### src/rtl/core/bht_pkg.sv
// Shared types, constants and entry update functions of the branch history table.
package bht_pkg;

	localparam int unsigned ENTRIES = 1024;
	localparam int unsigned IDX_W = $clog2(ENTRIES);
	localparam int unsigned ST_W = 2;
	localparam int unsigned MODE_W = 3;
	localparam int unsigned IN_DATA_W = 72;
	localparam int unsigned OUT_DATA_W = 8;
	localparam int unsigned PC_W = 64;
	localparam int unsigned IDX_LSB = 2;

	localparam logic [MODE_W-1:0] MODE_NEVER = 3'd0;
	localparam logic [MODE_W-1:0] MODE_ALWAYS = 3'd1;
	localparam logic [MODE_W-1:0] MODE_ONEBIT = 3'd2;
	localparam logic [MODE_W-1:0] MODE_SAT2 = 3'd3;
	localparam logic [MODE_W-1:0] MODE_ALT2 = 3'd4;

	localparam logic [ST_W-1:0] ST_SNT = 2'd0;
	localparam logic [ST_W-1:0] ST_WNT = 2'd1;
	localparam logic [ST_W-1:0] ST_WT = 2'd2;
	localparam logic [ST_W-1:0] ST_ST = 2'd3;

	typedef logic [IDX_W-1:0] idx_t;
	typedef logic [ST_W-1:0] st_t;
	typedef logic [MODE_W-1:0] mode_t;

	typedef struct packed {
		logic busy;
		idx_t addr;
	} clr_t;

	function automatic st_t fill_value(mode_t mode);
		st_t f;
		case (mode)
			MODE_ONEBIT: f = ST_WNT;
			MODE_SAT2: f = ST_WT;
			MODE_ALT2: f = ST_WT;
			default: f = ST_SNT;
		endcase
		return f;
	endfunction

	function automatic logic predict(mode_t mode, st_t s);
		logic p;
		case (mode)
			MODE_ALWAYS: p = 1'b1;
			MODE_ONEBIT: p = s[0];
			MODE_SAT2: p = s[1];
			MODE_ALT2: p = s[1];
			default: p = 1'b0;
		endcase
		return p;
	endfunction

	function automatic st_t next_state(mode_t mode, st_t s, logic t);
		st_t n;
		n = s;
		case (mode)
			MODE_ONEBIT: n = {1'b0, t};
			MODE_SAT2: begin
				if (t) begin
					if (s != ST_ST) n = s + 2'd1;
				end else begin
					if (s != ST_SNT) n = s - 2'd1;
				end
			end
			MODE_ALT2: begin
				case (s)
					ST_SNT: n = t ? ST_WNT : ST_SNT;
					ST_WNT: n = t ? ST_ST : ST_SNT;
					ST_WT: n = t ? ST_ST : ST_SNT;
					default: n = t ? ST_ST : ST_WT;
				endcase
			end
			default: n = s;
		endcase
		return n;
	endfunction

endpackage

### src/rtl/core/bht_ram.sv
// Simple dual-port table memory with one write port and a registered read port.
module bht_ram #(
	parameter int unsigned DEPTH = 1024,
	parameter int unsigned WIDTH = 2,
	parameter int unsigned AW = $clog2(DEPTH)
) (
	input  logic             clk,
	input  logic             we,
	input  logic [AW-1:0]    waddr,
	input  logic [WIDTH-1:0] wdata,
	input  logic             re,
	input  logic [AW-1:0]    raddr,
	output logic [WIDTH-1:0] rdata
);

	logic [WIDTH-1:0] mem [DEPTH];

	always_ff @(posedge clk) begin
		if (we) begin
			mem[waddr] <= wdata;
		end
		if (re) begin
			rdata <= mem[raddr];
		end
	end

endmodule

### src/rtl/core/bht_clear.sv
// Table reload sequencer that sweeps every entry after reset and after a mode write.
module bht_clear (
	input  logic          clk,
	input  logic          arst_n,
	input  logic          restart,
	output bht_pkg::clr_t clr
);

	logic          busy_q;
	bht_pkg::idx_t cnt_q;

	always_ff @(posedge clk or negedge arst_n) begin
		if (!arst_n) begin
			busy_q <= 1'b1;
			cnt_q <= '0;
		end else if (restart) begin
			busy_q <= 1'b1;
			cnt_q <= '0;
		end else if (busy_q) begin
			if (cnt_q == bht_pkg::IDX_W'(bht_pkg::ENTRIES - 1)) begin
				busy_q <= 1'b0;
			end
			cnt_q <= cnt_q + bht_pkg::idx_t'(1);
		end
	end

	assign clr.busy = busy_q;
	assign clr.addr = cnt_q;

endmodule

### src/rtl/core/branch_history_table_predictor.sv
// Top level of the bimodal branch history table predictor.
// Each accepted word (predict or update) returns one prediction word taken from
// the entry's state before any change. The table sits in one synchronous memory:
// the entry is read when the word is accepted, and modified and written back as
// it leaves stage s1, with a bypass when the next word hits the same entry, so a
// new word is taken every cycle unless the output stalls, and its prediction is
// presented through stage s1 and then an output register. After reset and after
// every write of the mode register the table is reloaded by a sweep over all
// 1024 entries, one entry per cycle, during which no input word is accepted.
module branch_history_table_predictor (
	input  logic                            clk,
	input  logic                            arst_n,
	input  logic                            cfg_we,
	input  logic [bht_pkg::MODE_W-1:0]      cfg_wdata,
	input  logic                            s_axis_tvalid,
	output logic                            s_axis_tready,
	// Bits from the lowest up: branch_pc[63:0], taken, zero padding.
	input  logic [bht_pkg::IN_DATA_W-1:0]   s_axis_tdata,
	// Bits from the lowest up: cmd.
	input  logic                            s_axis_tuser,
	output logic                            m_axis_tvalid,
	input  logic                            m_axis_tready,
	// Bits from the lowest up: predict_taken, zero padding.
	output logic [bht_pkg::OUT_DATA_W-1:0]  m_axis_tdata
);

	bht_pkg::mode_t mode_q;
	bht_pkg::clr_t  clr;

	logic          valid_s1;
	logic          cmd_s1;
	logic          taken_s1;
	bht_pkg::idx_t idx_s1;
	logic          fwd_s1;
	bht_pkg::st_t  fwd_data_s1;

	logic          out_valid_q;
	logic          out_pred_q;

	logic          advance;
	logic          accept;
	bht_pkg::idx_t idx_in;
	bht_pkg::st_t  rdata;
	bht_pkg::st_t  cur_s1;
	bht_pkg::st_t  nxt_s1;
	logic          wr_en;
	bht_pkg::idx_t wr_addr;
	bht_pkg::st_t  wr_data;

	assign idx_in = s_axis_tdata[bht_pkg::IDX_LSB +: bht_pkg::IDX_W];
	assign advance = valid_s1 && (!out_valid_q || m_axis_tready);
	assign s_axis_tready = !clr.busy && (!valid_s1 || advance);
	assign accept = s_axis_tvalid && s_axis_tready;

	assign cur_s1 = fwd_s1 ? fwd_data_s1 : rdata;
	assign nxt_s1 = bht_pkg::next_state(mode_q, cur_s1, taken_s1);

	always_comb begin
		if (clr.busy) begin
			wr_en = 1'b1;
			wr_addr = clr.addr;
			wr_data = bht_pkg::fill_value(mode_q);
		end else begin
			wr_en = advance && cmd_s1;
			wr_addr = idx_s1;
			wr_data = nxt_s1;
		end
	end

	bht_clear u_clear (
		.clk     (clk),
		.arst_n  (arst_n),
		.restart (cfg_we),
		.clr     (clr)
	);

	bht_ram #(
		.DEPTH (bht_pkg::ENTRIES),
		.WIDTH (bht_pkg::ST_W),
		.AW    (bht_pkg::IDX_W)
	) u_ram (
		.clk   (clk),
		.we    (wr_en),
		.waddr (wr_addr),
		.wdata (wr_data),
		.re    (accept),
		.raddr (idx_in),
		.rdata (rdata)
	);

	always_ff @(posedge clk or negedge arst_n) begin
		if (!arst_n) begin
			mode_q <= bht_pkg::MODE_SAT2;
		end else if (cfg_we) begin
			mode_q <= cfg_wdata;
		end
	end

	always_ff @(posedge clk or negedge arst_n) begin
		if (!arst_n) begin
			valid_s1 <= 1'b0;
			fwd_s1 <= 1'b0;
		end else if (accept) begin
			valid_s1 <= 1'b1;
			fwd_s1 <= advance && cmd_s1 && (idx_s1 == idx_in);
		end else if (advance) begin
			valid_s1 <= 1'b0;
			fwd_s1 <= 1'b0;
		end
	end

	always_ff @(posedge clk) begin
		if (accept) begin
			cmd_s1 <= s_axis_tuser;
			taken_s1 <= s_axis_tdata[bht_pkg::PC_W];
			idx_s1 <= idx_in;
			fwd_data_s1 <= nxt_s1;
		end
	end

	always_ff @(posedge clk or negedge arst_n) begin
		if (!arst_n) begin
			out_valid_q <= 1'b0;
		end else if (advance) begin
			out_valid_q <= 1'b1;
		end else if (m_axis_tready) begin
			out_valid_q <= 1'b0;
		end
	end

	always_ff @(posedge clk) begin
		if (advance) begin
			out_pred_q <= bht_pkg::predict(mode_q, cur_s1);
		end
	end

	assign m_axis_tvalid = out_valid_q;
	assign m_axis_tdata = {{(bht_pkg::OUT_DATA_W - 1){1'b0}}, out_pred_q};

endmodule
### config.mk
export PLATFORM = sky130hd
export DESIGN_NAME = branch_history_table_predictor
export DESIGN_NICKNAME = d
export VERILOG_FILES = /design/src/rtl/core/bht_pkg.sv /design/src/rtl/core/bht_ram.sv /design/src/rtl/core/bht_clear.sv /design/src/rtl/core/branch_history_table_predictor.sv
export SDC_FILE = /design/constraint.sdc
export NUM_CORES = 2
export LEC_CHECK = 0
export ABC_AREA = 0
export BUFFER_PORTS_ARGS = -buffer_cell sky130_fd_sc_hd__buf_2
export CAP_MARGIN = 20
export CORE_MARGIN = 5
export CORE_UTILIZATION = 45
export DETAILED_ROUTE_END_ITERATION = 16
export GPL_TIMING_DRIVEN = 0
export PLACE_DENSITY = 0.68
export REMOVE_ABC_BUFFERS = 1
export SETUP_SLACK_MARGIN = 0.15
export SLEW_MARGIN = 20
export SYNTH_ARGS = -nofsm -noshare
export SYNTH_HDL_FRONTEND = slang
export SYNTH_SLANG_ARGS = --single-unit
### constraint.sdc
create_clock -name clk -period 142.1 [get_ports clk]
set_input_delay 42.63 -clock clk [delete_from_list [all_inputs] [get_ports clk]]
set_output_delay 42.63 -clock clk [all_outputs]
set_load 0.01 [all_outputs]
==> impl_metrics.yaml <==
cells_and_area:
  final_core_util: 0.5115
  layout_common_cells: "edfxtp_1, nor2_1, mux4_2, mux2i_1, clkbuf_16"
  final_cells: 7771
  n_fill_cell: 14973
  syn_to_final_growth_pct: 12.97
  finish.instance_area_um2: 97390
  drive_gt1_frac: 0.1992
  final_common_cell: "edfxtp_1"
  fin_nets: 5183
routing:
  detail-route-antenna-nets: 0
  firstDrtPassIters: 7
  drtIter0Drc: 6246
  vias: 48250
  routed_wl_mm: 228.5
  drc: 0
  via_per_inst: 6.209
  wl_per_cell_um: 29.40
timing:
  whs_ns: 0.5056
  maxSlewHeadroom: 0.2004
  period_share: 0.6039
  tightest_slew_ns: 1.198
  setup_tns_ns: 0
  fin_skew_ns: 0.02602
  min_period_ns: 85.82
  worst_slack_ns: 56.28
  finalSetupViolations: 0
  fmax_ghz: 0.01165
  drv_slew: 0
  timing_hold_violations_final: 0
  rsz0062_at_grt: "no"
cts:
  cts_tree: "built"
  cts_root_buf: "clkbuf_16"
  cts_sinks: 2082
  cts_resized: 0
  clockBufferDepth: 3
  numCtsBuffers: 197
  ctsHtreeMaxLevel: 4
  cts_hold_buf: 0
  postCtsSetupBuffers: 0
  clk_latency_ns: 0.84
  clk_pin_slew_ns: 0.06
run:
  cap_violations: 0
floorplanning:
  pin_count: 91
  start_util: 0.4528
  core_um2: 190400
  die_h_um: 447.7
  die-area_um2: 200400
  rows: 160
  fp.dieW_um: 447.7
worst_setup_path:
  path_cells: "buf_2 -> nor2b_1 -> a21oi_1 -> buf_2"
  crit_family: "buffers and inverters"
  rrSetupSlack_ns: 136.54
  crit_path_start_kind: "primary input"
  arrival_ns: 43.19
  critPathCaptureType: "output pin"
  crit_path_frequent_cell: "buf_2"
  cpMaxStageDelayCell: "buf_2"
  critical_path.n_buffers_inverters: 2
  crit_required_ns: 99.47
  crit_path_max_fanout: 2
  cpPeakStageDelay_ns: 0.19
  worst-setup-path-type: "in2out"
yosys:
  ys_seq_area_frac: 0.7243
  syn_area_per_cell_um2: 17.04
  ys_types: 82
  yosys_warnings: 0
  syn_inst: 5059
  async_reset_ff_frac: 0.008165
  synth_edf_count: 2065
  synth_ff_type: "edfxtp_1"
  yosys_register_bits: 2082
  synth_area_um2: 86210
hold_path:
  hold_class: "reg2reg"
global_route:
  grt_busiest_layer: "met2"
  gr-usage-met1: 0.3065
  grt_use_total: 0.2275
  grt_start_max_net_pins: 96
  met3_usage: 0.04828
  grt_overflow: 0
  grt_pass1_wl_mm: 332.5
  grt_pass1_vias: 48540
  antenna_found_initial: 7
  grt_use_met2: 0.3683
power_and_ir_drop:
  p_leak_nw: 30.88
  p_per_area_nw_per_um2: 13.30
  worst_ir_drop_vdd_mv: 0.01329
  power_mw: 1.295
place:
  hpwl_mm: 140.8
  port-buffer-count: 22
  place_congestion: 0.7959
  dp_slack_ns: 56.30
  dpl_cell_area_um2: 90900
  dp.cells: 7408
outcome:
  run_status: "completed"
[registers in the layout, summed over array words and instances, names as in the netlist, 2 cells and up]
signal	flops
u_ram.mem	2048
idx_s1	10
mode_q	3
u_ram.rdata	2
fwd_data_s1	2
u_clear.cnt_q	10
[worst reg2reg max path: stages (launching register included)]
cell,delay (ns)
dfstp_2,1.07
inv_1,0.55
o41ai_2,0.85
buf_2,0.37
buf_4,0.22
buf_2,0.24
buf_4,0.21
buf_2,0.25
buf_4,0.20
buf_2,0.23
buf_2,0.23
buf_2,0.24
buf_2,0.25
buf_2,0.24
buf_2,0.23
[cells by family (layout without fill, tap and decap cells)]
group / count (synthesis) / in the layout / share of synthesized area
AND/OR/NAND/NOR: 1411 / 1411 / 0.06640
XOR/XNOR: 19 / 19 / 0.001930
buffers and inverters: 442 / 633 / 0.02936
other: 1 / 11 / 0.00004350
adder cells (fa/ha/maj): 5 / 5 / 0.0007257
AO/OA/AOI/OAI: 412 / 412 / 0.03369
flip-flops: 2082 / 2082 / 0.7243
multiplexers: 687 / 687 / 0.1436
[layer usage]
| layer | wire length, µm | part of all wire | up-vias |
|---|---|---|---|
| met5 | 45 | 0.00020 | - |
| met4 | 8792 | 0.038 | 6 |
| met3 | 22680 | 0.099 | 482 |
| met2 | 110600 | 0.48 | 2658 |
| met1 | 86420 | 0.38 | 25186 |
| li1 | - | - | 19918 |
[path summary, 6_finish.rpt]
check | from | end | depth (start not counted)
hold reg to reg | valid_s1 | valid_s1 | 2
setup reg to reg | u_clear.busy_q | u_ram.mem[495][0] | 14
hold / removal | valid_s1 | valid_s1 | 2
min in group asynchronous | arst_n | u_clear.cnt_q[2] | 1
setup / recovery | m_axis_tready | s_axis_tready | 4
max in group asynchronous | arst_n | u_clear.busy_q | 1
[area by class of cell]
cell class,instances,area (µm²),share of cell area
clock buffers,250,5296,0.05438
well taps,2511,3142,0.03226
flip-flops and latches,2082,62440,0.6411
diodes,4,10.01,0.0001028
multi-input cells,2541,21770,0.2236
inverters,23,101.3,0.001041
clock inverters,108,1137,0.01168
repair buffers,252,3488,0.03582
[cell usage after synthesis (24+ instances only)]
master	count	area, µm²
mux4_1	32	840.8
mux2i_1	240	2402
nor2_1	1061	3983
a21oi_1	76	380.4
o21ai_0	41	205.2
nor3_1	63	315.3
o22ai_1	57	356.6
a22oi_1	42	315.3
nand3_1	37	185.2
nand2_1	149	559.3
o221ai_1	77	674.4
buf_4	24	180.2
mux4_2	396	8919
edfxtp_1	2065	62010
clkbuf_1	250	938.4
buf_2	47	235.2
buf_1	34	127.6
[power by group]
| part | internal, mW | leakage, nW | switching, mW |
|---|---|---|---|
| logic | 0.0307 | 8.61 | 0.0526 |
| registers | 0.684 | 19.1 | 0.000399 |
| clock network | 0.302 | 3.13 | 0.225 |
No activity file was read; power rests on OpenSTA's default activity.
